--- config.mk ---
export PLATFORM = sky130hd
export DESIGN_NAME = utf8c_state
export DESIGN_NICKNAME = d
export VERILOG_FILES = /design/src/rtl/core/utf8c_pkg.sv /design/src/rtl/core/utf8c_state.sv
export SDC_FILE = /design/constraint.sdc
export NUM_CORES = 1
export LEC_CHECK = 0
export ABC_AREA = 1
export BUFFER_PORTS_ARGS = -buffer_cell sky130_fd_sc_hd__clkbuf_2
export CORE_AREA = 2 2 39 41
export CTS_BUF_LIST = sky130_fd_sc_hd__clkbuf_4 sky130_fd_sc_hd__clkbuf_8 sky130_fd_sc_hd__clkbuf_16
export DETAILED_ROUTE_END_ITERATION = 8
export DIE_AREA = 0 0 41 43
export GPL_ROUTABILITY_DRIVEN = 1
export PLACE_DENSITY = 0.59
export SETUP_SLACK_MARGIN = 0.15
export SYNTH_ARGS = -nofsm -noshare
export SYNTH_HDL_FRONTEND = slang
export SYNTH_SLANG_ARGS = --single-unit
--- constraint.sdc ---
create_clock -name clock -period 1.75 [get_ports clock]
set_input_delay 0.0875 -clock clock [delete_from_list [all_inputs] [get_ports clock]]
set_output_delay 0.0875 -clock clock [all_outputs]
set_load 0.01 [all_outputs]
--- src/rtl/core/utf8c_pkg.sv ---
// Shared types, constants and byte classification for the UTF-8 text checker.
`timescale 1ns / 1ps

package utf8c_pkg;

   localparam int unsigned BYTE_W = 8;
   localparam int unsigned DUE_W  = 3;

   localparam logic [BYTE_W-1:0] BYTE_NUL   = 8'h00;
   localparam logic [BYTE_W-1:0] BYTE_BEL   = 8'h07;
   localparam logic [BYTE_W-1:0] BYTE_BS    = 8'h08;
   localparam logic [BYTE_W-1:0] BYTE_HT    = 8'h09;
   localparam logic [BYTE_W-1:0] BYTE_LF    = 8'h0A;
   localparam logic [BYTE_W-1:0] BYTE_FF    = 8'h0C;
   localparam logic [BYTE_W-1:0] BYTE_CR    = 8'h0D;
   localparam logic [BYTE_W-1:0] BYTE_ESC   = 8'h1B;
   localparam logic [BYTE_W-1:0] PRINT_LO   = 8'h20;
   localparam logic [BYTE_W-1:0] PRINT_HI   = 8'h7E;
   localparam logic [1:0]        CONT_TAG   = 2'b10;

   // Beat handed from the input register to the state update.
   typedef struct packed {
      logic              go;
      logic [BYTE_W-1:0] data;
   } step_type;

   // Verdict produced when a terminator is processed.
   typedef struct packed {
      logic valid;
      logic is_utf8;
   } verdict_type;

   // Lead byte decode result.
   typedef struct packed {
      logic             bad;
      logic [DUE_W-1:0] due;
   } lead_type;

   function automatic logic is_text_ascii(input logic [BYTE_W-1:0] b);
      logic printable;
      printable = (b >= PRINT_LO) && (b <= PRINT_HI);
      return printable || (b == BYTE_BEL) || (b == BYTE_BS) || (b == BYTE_HT) ||
             (b == BYTE_LF) || (b == BYTE_FF) || (b == BYTE_CR) || (b == BYTE_ESC);
   endfunction

   // Byte with top bit set and no sequence open: count leading ones.
   function automatic lead_type decode_lead(input logic [BYTE_W-1:0] b);
      lead_type r;
      r.bad = 1'b0;
      r.due = '0;
      if (!b[6]) begin
         r.bad = 1'b1;               // bare continuation
      end else if (!b[5]) begin
         r.due = DUE_W'(1);
      end else if (!b[4]) begin
         r.due = DUE_W'(2);
      end else if (!b[3]) begin
         r.due = DUE_W'(3);
      end else if (!b[2]) begin
         r.due = DUE_W'(4);
      end else if (!b[1]) begin
         r.due = DUE_W'(5);
      end else begin
         r.bad = 1'b1;               // 0xFE / 0xFF
      end
      return r;
   endfunction

endpackage

--- src/rtl/core/utf8c_state.sv ---
// Per-string state (pending follower count, error, multibyte flags) and verdict logic.
`timescale 1ns / 1ps

module utf8c_state
   import utf8c_pkg::*;
(
   input  logic        clock,
   input  logic        reset,
   input  step_type    step,
   output verdict_type verdict
);

   logic [DUE_W-1:0] due_ff, due_in;
   logic             err_ff, err_in;
   logic             mb_ff,  mb_in;
   lead_type         lead;

   always_comb begin
      lead    = decode_lead(step.data);
      due_in  = due_ff;
      err_in  = err_ff;
      mb_in   = mb_ff;
      verdict.valid   = 1'b0;
      verdict.is_utf8 = !err_ff && mb_ff;
      if (step.go) begin
         if (step.data == BYTE_NUL) begin
            verdict.valid = 1'b1;
            due_in = '0;
            err_in = 1'b0;
            mb_in  = 1'b0;
         end else if (!err_ff) begin
            if (due_ff != '0) begin
               if (step.data[7:6] != CONT_TAG) begin
                  err_in = 1'b1;
                  due_in = '0;
               end else begin
                  due_in = due_ff - DUE_W'(1);
                  if (due_ff == DUE_W'(1)) begin
                     mb_in = 1'b1;
                  end
               end
            end else if (!step.data[7]) begin
               if (!is_text_ascii(step.data)) begin
                  err_in = 1'b1;
               end
            end else begin
               err_in = lead.bad;
               due_in = lead.due;
            end
         end
      end
   end

   always_ff @(posedge clock) begin
      if (reset) begin
         due_ff <= '0;
         err_ff <= 1'b0;
         mb_ff  <= 1'b0;
      end else begin
         due_ff <= due_in;
         err_ff <= err_in;
         mb_ff  <= mb_in;
      end
   end

endmodule

==> results of run 1 <==
-- cell usage in the layout (no fill, tap or decap), types with 4 or more instances in the layout --
cell / netlist / final
nand2_1: 24 / 24
inv_1: 15 / 15
clkbuf_2: 0 / 12
nor2_1: 7 / 7
a21oi_1: 7 / 7
nand3_1: 6 / 6
dfxtp_1: 5 / 5
o21ai_1: 4 / 4
clkbuf_4: 0 / 4
-- kinds of logic (layout without fill, tap and decap cells) --
logic type / after synthesis / count (layout) / synth area share [%]
flops: 5 / 5 / 19.66
buf+inv: 19 / 35 / 14.25
simple gates: 45 / 45 / 41.28
compound gates: 15 / 15 / 17.45
fa+ha+maj: 3 / 3 / 7.372
-- how the worst max path moves through the flow --
stage	end	slack [ns]	from
global route	due_ff[0]$_SDFFE_PP0P_	0.21	due_ff[0]$_SDFFE_PP0P_
global placement	due_ff[2]$_SDFFE_PP0P_	0.38	due_ff[1]$_SDFFE_PP0P_
finish	due_ff[2]$_SDFFE_PP0P_	0.37	due_ff[0]$_SDFFE_PP0P_
detailed placement	due_ff[2]$_SDFFE_PP0P_	0.36	due_ff[0]$_SDFFE_PP0P_
floorplan	due_ff[2]$_SDFFE_PP0P_	0.46	due_ff[0]$_SDFFE_PP0P_
CTS	due_ff[2]$_SDFFE_PP0P_	0.35	due_ff[0]$_SDFFE_PP0P_
-- area by class of cell --
class / count / area [um^2]
multi-input cells: 63 / 336.6
flip-flops and latches: 5 / 100.1
repair buffers: 12 / 60.06
inverters: 19 / 72.57
fillers: 167 / 764.5
clock buffers: 4 / 30.03
well taps: 16 / 20.02
-- metrics by stage --
stage / utilization [%] / cells / area, um^2 / hold slack [ns] / worst slack, ns
after global placement: 42.59 / 115 / 589.3 / 0.2848 / 0.3805
after detailed placement: 42.59 / 115 / 589.3 / 0.2863 / 0.3556
after CTS: 44.76 / 119 / 619.3 / 0.02568 / 0.3491
final: 44.76 / 119 / 619.3 / 0.03274 / 0.3675
after floorplan: - / 87 / 509.2 / 0.1499 / 0.4626
after global routing: 44.76 / 119 / 619.3 / 0.03006 / 0.2084
-- registers in the layout (all words and copies together) (netlist names) --
signal	cells
mb_ff	1
err_ff	1
due_ff	3
-- metal layers --
layer	up-vias	global-route usage [%]
met5	-	0
met1	244	18.79
li1	306	-
met2	12	20.94
met4	0	10.00
met3	2	0
-- where the power goes --
group / switching, uW / internal [uW]
logic: 87.3 / 52.3
registers: 9.65 / 124
clock network: 47.6 / 102
-- cell usage after synthesis --
library cell	n	area [um^2]
a21oi_1	7	35.03
a21oi_2	1	8.760
clkinv_2	1	5.000
dfxtp_1	5	100.1
ha_1	3	37.54
inv_1	15	56.30
inv_2	3	11.26
nand2_1	24	90.09
nand2_2	1	6.260
nand3_1	6	30.03
nand4_1	1	6.260
nand4_2	1	12.51
nor2_1	7	26.28
nor2_2	2	12.51
nor2_4	1	11.26
nor3_1	1	5.000
nor3_2	1	10.01
o211ai_1	1	7.510
o21ai_1	4	20.02
o21ai_2	1	8.760
o32ai_1	1	8.760
==> results.toml, run 1 <==
[clock_network]
clkTransAtPathRegs_ns = 0.05
post_cts_buffers = 0
cts_buffers = 3
ctsResizeCount = 0
clockBufferDepth = 2
ctsRootBufferMaster = "clkbuf_4"
htreeDepth = 1
hold_buffers = 0
clk_latency_ns = 0.24
cts_tree = "yes"
clock-sinks = 5

[outcome]
status = "completed"

[pwr]
max-vdd-ir-drop_v = 0.0002217
power_density_nw_per_um2 = 682.7
finalPower_uw = 422.9
leakagePower_uw = 0.0003494

[synth]
ys_seq_elements = 5
syn_inst = 87
synth.distinct_cells = 21
ys_warn_count = 0
syn-num-nets = 101
synth_area_per_cell_um2 = 5.853
synth_seq_area_share_pct = 19.66
syn_area_um2 = 509.2

[floorplanning]
io-pin-count = 13
design.core.area_um2 = 1384
die_area_um2 = 1763
chipHeight_um = 43
die_w_um = 41
initial_core_util_pct = 36.80
row_count = 14

[worst_setup_path]
criticalPathCategory = "reg2reg"
endpoint_kind = "flop"
crit_cells = 10
path_max_fanout = 6
path_buf_inv = 4
worstPathArrival_ns = 1.56
critPathSlowestCell = "dfxtp_1"
reg2regPathDepth = 10
cpMostUsedCell = "inv_1"
timing.rr.start = "due_ff[0]$_SDFFE_PP0P_"
crit_family = "flip-flops"
path_cells = "inv_1 > ha_1 > inv_1 > nor2_2 > inv_2 > o21ai_2 > nand2_2 > clkinv_2 > nand2_1 > a21oi_2"
worstReg2RegEnd = "due_ff[2]$_SDFFE_PP0P_"
crit_required_ns = 1.93
rrSetupSlack_ns = 0.37
slowest_delay_ns = 0.32
cp-start-kind = "flop"

[min_path]
min_path_cells = 2
hold_start = "reset"
hp-class = "in2reg"
min_to = "due_ff[2]$_SDFFE_PP0P_"

[job]
maxCapViolCount = 0

[timing]
finalSetupTns_ns = 0
hold_violations = 0
finalSetupViolations = 0
slew_viol_final = 0
period_needed_ns = 1.383
rsz0062_at_grt = "no"
min_period_over_period_pct = 79.00
finClkSkew_ns = 0.003228
fmax_ghz = 0.7233
max-slew-margin-rel_pct = 81.83
worst_pin_slew_ns = 0.2718

[layout]
diodes = 0
syn_to_final_growth_pct = 21.62
drive_above_1_share_pct = 27.18
nets = 118

[drt]
via_per_inst = 4.739
highest_layer = "met4"
vias = 564
first_pass_iters = 4
antenna_left = 0
wl_met3_um = 43
wirelength_um = 1049
wl_met1_um = 513
initialDrtViolationCount = 5
drt_drc_violations_left = 0
met2WireLength_um = 483
avgRoutedWirePerCell_um = 8.815

[placed_design]
detailed_place_hpwl_um = 889.8
port_buffers = 12
place_congestion = 0.7479

[global_route]
grt_pass1_wl_um = 1731
grt_remaining_overflow = 0
grt_antenna_before_repair = 0
groute.usage.overall_pct = 14.11
grt_max_degree = 7
grt_pass1_vias = 489
Note: power is estimated with default switching activity, not from simulation.
==> inputs of run 2 (changes only) <==
==> constraint.sdc (replaced) <==
create_clock -name clock -period 1.4 [get_ports clock]
set_input_delay 0.07 -clock clock [delete_from_list [all_inputs] [get_ports clock]]
set_output_delay 0.07 -clock clock [all_outputs]
set_load 0.01 [all_outputs]
==> run 2 against run 1 <==
Compared with the run above: sequential power increased by 27%; die area unchanged; utilization rose by 6.5 points; combinational power grew 81%; non-clock buffer count rose by 5; sequential cell count unchanged; critical path type unchanged; largest power group is now combinational logic.
==> results.toml, run 2 (same netlist as run 1, synthesis figures left out) <==
[floorplanning]
initial_core_util_pct = 36.80
io-pin-count = 13
design.core.area_um2 = 1384
die_area_um2 = 1763
row_count = 14
die_w_um = 41
chipHeight_um = 43

[layout]
diodes = 0
top_regs = "due_ff (3), err_ff (1), mb_ff (1)"
final_cells = 124
drive_above_1_share_pct = 40.74
nets = 123
final_cell_mix = "nand2_1 (24), inv_1 (12), clkbuf_2 (12), nor2_1 (7)"
final_common_cell = "nand2_1"
largest_reg_flops = 3
syn_to_final_growth_pct = 39.31
top_register = "due_ff"
final_area_um2 = 709.4

[clock_network]
clockBufferDepth = 2
ctsRootBufferMaster = "clkbuf_4"
clk_latency_ns = 0.24
htreeDepth = 1
clock-sinks = 5
cts_buffers = 3
cts_tree = "yes"
clkTransAtPathRegs_ns = 0.04

[worst_setup_path]
criticalPathCategory = "reg2reg"
crit_required_ns = 1.53
crit_family = "flip-flops"
path_cells = "inv_2 > ha_4 > inv_2 > nor2_4 > inv_2 > o21ai_2 > nand2_2 > o211ai_1 > a21oi_2"
cp-start-kind = "flop"
endpoint_kind = "flop"
cpMostUsedCell = "inv_2"
path_buf_inv = 3
worstPathArrival_ns = 1.38
slowest_delay_ns = 0.32
path_max_fanout = 4
critPathSlowestCell = "dfxtp_2"

[timing]
setup_ws_ns = 0.1501
rsz0062_at_grt = "yes"
finalSetupViolations = 0
slew_viol_final = 0
max-slew-margin-rel_pct = 82.32
finalSetupTns_ns = 0
fmax_ghz = 0.8001
period_needed_ns = 1.250
worst_pin_slew_ns = 0.2649
finClkSkew_ns = 0.004115
min_period_over_period_pct = 89.28
hold_violations = 0

[global_route]
use_met2_pct = 25.00
globalRouteMet3Util_pct = 9.424
grt_busiest_layer = "met2"
grt_util_met1_pct = 24.12
grt_pass1_wl_um = 2132
grt_pass1_vias = 548
grt_antenna_before_repair = 0
grt_remaining_overflow = 0
groute.usage.overall_pct = 17.67
grt_max_degree = 7

[drt]
avgRoutedWirePerCell_um = 9.645
vias = 592
via_per_inst = 4.774
wirelength_um = 1196
first_pass_iters = 4
antenna_left = 0
initialDrtViolationCount = 17
drt_drc_violations_left = 0

[placed_design]
port_buffers = 12
detailed_place_hpwl_um = 936
place_congestion = 0.7770
pre_cts_ws_ns = 0.05089
dp_cells = 116
place_area_um2 = 601.8

[min_path]
hp-class = "in2reg"

[pwr]
clock_power_share_pct = 30.2
max-vdd-ir-drop_v = 0.0006747
power_switching_uw = 211.5
power_density_nw_per_um2 = 857.3
power_frac_seq_pct = 28.0
power.internal_uw = 396.7
sw_frac_of_total_pct = 34.77
leakagePower_uw = 0.0003754
combPwrFrac_pct = 41.8

[job]
maxCapViolCount = 0

[outcome]
status = "completed"
-- run 2: changes by cell type in the layout (fill, tap and decap cells not counted), sizes merged --
| cell | previous run | this run |
|---|---|---|
| buf | 0 | 5 |
-- run 2: metrics by stage --
step	utilization [%]	hold slack [ns]	total power, uW
6_report	51.27	0.02228	608.2
5_1_grt	51.27	0.01400	667.8
4_1_cts	48.92	0.01149	584.5
3_5_place_dp	43.49	0.2687	355.5
3_3_place_gp	43.49	0.2698	355.2
2_1_floorplan	-	0.1324	301.6
-- run 2: cell type report --
type                            instances  area (um^2)
Inverter                               19        72.57
Clock buffer                            4        30.03
Timing Repair Buffer                   17        97.59
Tap cell                               16        20.02
Multi-Input combinational cell         63        386.6
Fill cell                             157        674.4
Sequential cell                         5        102.6
-- run 2: repair_timing --
| item | in CTS | in global routing |
|---|---|---|
| pin swaps | 8 | 6 |
| endpoints found under the setup margin | 4 | 5 |
| gates cloned | 0 | 0 |
| hold buffers | 0 | 0 |
| resized for setup | 7 | 6 |
| buffers inserted | 4 | 0 |
-- run 2: final timing paths --
path | from | end | slack (ns) | depth (start not counted)
max | due_ff[1]$_SDFFE_PP0P_ | due_ff[2]$_SDFFE_PP0P_ | 0.15 | 9
min | reset | due_ff[0]$_SDFFE_PP0P_ | 0.02 | 2
min reg2reg | mb_ff$_SDFFE_PP0P_ | mb_ff$_SDFFE_PP0P_ | 0.46 | 2
max reg2reg | due_ff[1]$_SDFFE_PP0P_ | due_ff[2]$_SDFFE_PP0P_ | 0.15 | 9
-- run 2: power groups by stage --
stage / combinational [uW] / sequential, uW / clock (uW)
final: 254 / 170 / 184
after global routing: 286 / 172 / 210
after CTS: 224 / 170 / 191
after detailed placement: 185 / 170 / 0
after global placement: 185 / 170 / 0
after floorplan: 133 / 168 / 0
-- run 2: metal layers --
layer | part of all wire, % | up-vias | wire [um]
met3 | 3.8 | 0 | 46
met2 | 48 | 9 | 576
met5 | 0 | - | 0
li1 | - | 315 | -
met1 | 48 | 268 | 574
met4 | 0 | 0 | 0
-- run 2: worst reg2reg max path: cells and delay by family, from the launching register on --
| family | cells | cell delay, ns |
|---|---|---|
| simple gates | 2 | 0.20 |
| compound gates | 3 | 0.32 |
| flops | 1 | 0.32 |
| buf+inv | 3 | 0.18 |
| fa+ha+maj | 1 | 0.13 |
==> inputs of run 3 (changes only) <==
--- a/config.mk
+++ b/config.mk
@@ -12,7 +12,7 @@
 export DETAILED_ROUTE_END_ITERATION = 8
 export DIE_AREA = 0 0 41 43
 export GPL_ROUTABILITY_DRIVEN = 1
-export PLACE_DENSITY = 0.59
+export PLACE_DENSITY_LB_ADDON = 0.3
 export SETUP_SLACK_MARGIN = 0.15
 export SYNTH_ARGS = -nofsm -noshare
 export SYNTH_HDL_FRONTEND = slang
==> run 3 against run 2 <==
Compared with the run above: die area did not move; final area fell by 5.1%; clock-buffer cell count did not move; non-clock buffer count fell by 1; largest cell class unchanged.
==> results.toml, run 3 (same netlist as run 1, synthesis figures left out) <==
[outcome]
status = "completed"

[timing]
finClkSkew_ns = 0.0001854
slew_viol_final = 0
max-slew-margin-rel_pct = 80.61
period_needed_ns = 1.280
fmax_ghz = 0.7811
hold_violations = 0
rsz0062_at_grt = "yes"
setup_ws_ns = 0.1198
finalSetupTns_ns = 0
min_period_over_period_pct = 91.45
worst_pin_slew_ns = 0.2900
finalSetupViolations = 0

[global_route]
grt_max_degree = 7
grt_busiest_layer = "met2"
grt_pass1_wl_um = 1918
use_met2_pct = 25.00
grt_antenna_before_repair = 0
grt_remaining_overflow = 0
globalRouteMet3Util_pct = 4.712
grt_pass1_vias = 508
groute.usage.overall_pct = 15.26
grt_util_met1_pct = 19.29

[worst_setup_path]
reg2regPathDepth = 8
endpoint_kind = "flop"
cp-start-kind = "flop"
worstPathArrival_ns = 1.46
crit_required_ns = 1.58
path_max_fanout = 2
criticalPathCategory = "reg2reg"

[placed_design]
place_area_um2 = 594.3
pre_cts_ws_ns = 0.03377
detailed_place_hpwl_um = 910.8
port_buffers = 12
place_congestion = 0.7478
dp_cells = 115

[layout]
final_area_um2 = 673.1
top_register = "due_ff"
nets = 122
final_common_cell = "nand2_1"
largest_reg_flops = 3
top_regs = "due_ff (3), err_ff (1), mb_ff (1)"
drive_above_1_share_pct = 36.45
diodes = 0
final_cells = 123
final_cell_mix = "nand2_1 (24), inv_1 (12), clkbuf_2 (12), nor2_1 (7)"
syn_to_final_growth_pct = 32.19

[pwr]
leakagePower_uw = 0.0003707
power_density_nw_per_um2 = 848.0
max-vdd-ir-drop_v = 0.0003957

[clock_network]
cts_tree = "yes"
clockBufferDepth = 2
hold_buffers = 0
htreeDepth = 1
clock-sinks = 5
clkTransAtPathRegs_ns = 0.04
ctsRootBufferMaster = "clkbuf_4"
clk_latency_ns = 0.24
cts_buffers = 3

[drt]
vias = 577
drt_drc_violations_left = 0
avgRoutedWirePerCell_um = 9.228
wirelength_um = 1135
via_per_inst = 4.691
antenna_left = 0
first_pass_iters = 4
initialDrtViolationCount = 4

[job]
maxCapViolCount = 0

[floorplanning]
die_w_um = 41
design.core.area_um2 = 1384
io-pin-count = 13
die_area_um2 = 1763
row_count = 14
initial_core_util_pct = 36.80
chipHeight_um = 43

[min_path]
min_path_cells = 2
hp-class = "in2reg"
==> run 3: cell types whose count changed in the layout (fill, tap and decap cells not counted), sizes merged <==
cell	before	now
buf	5	4
==> run 3: layer usage <==
metal,up-vias,routed length [um]
met5,-,0
met4,0,0
met3,0,37
met2,12,574
met1,250,523
li1,315,-
==> run 3: power breakdown <==
part | internal (uW) | switching (uW)
Sequential | 157 | 13.8
Combinational | 91.0 | 123
Clock | 127 | 58.9
Total | 375 | 196
==> run 3: area by class of cell <==
cell class	instances	area, um^2
flip-flops and latches	5	102.6
well taps	16	20.02
repair buffers	16	90.09
multi-input cells	63	357.8
inverters	19	72.57
clock buffers	4	30.03
fillers	154	710.7
==> run 3: metrics by stage <==
stage | hold WS, ns | total power [uW] | utilization, %
3_3_place_gp | 0.2695 | 349.9 | 42.95
2_1_floorplan | 0.1324 | 301.6 | -
6_report | 0.02192 | 570.8 | 48.64
4_1_cts | 0.01710 | 578.3 | 48.37
5_1_grt | 0.02102 | 619.7 | 48.64
3_5_place_dp | 0.2702 | 352.4 | 42.95
==> run 3: worst paths after layout <==
kind,start,end,slack [ns]
max,due_ff[0]$_SDFFE_PP0P_,due_ff[2]$_SDFFE_PP0P_,0.12
min,reset,due_ff[2]$_SDFFE_PP0P_,0.02
max reg2reg,due_ff[0]$_SDFFE_PP0P_,due_ff[2]$_SDFFE_PP0P_,0.12
min reg2reg,mb_ff$_SDFFE_PP0P_,mb_ff$_SDFFE_PP0P_,0.45
==> run 3: repair_timing <==
item	in CTS	in global routing
pin swaps	4	2
buffers inserted	4	0
gates resized for setup	7	1
endpoints found under the setup margin	4	5
==> run 3: critical path: stages (launching register included) <==
cell      delay (ns)
dfxtp_2         0.33
inv_2           0.05
buf_4           0.13
ha_1            0.20
a21oi_1         0.14
o21ai_1         0.08
nand2_1         0.06
o211ai_1        0.11
a21oi_2         0.12
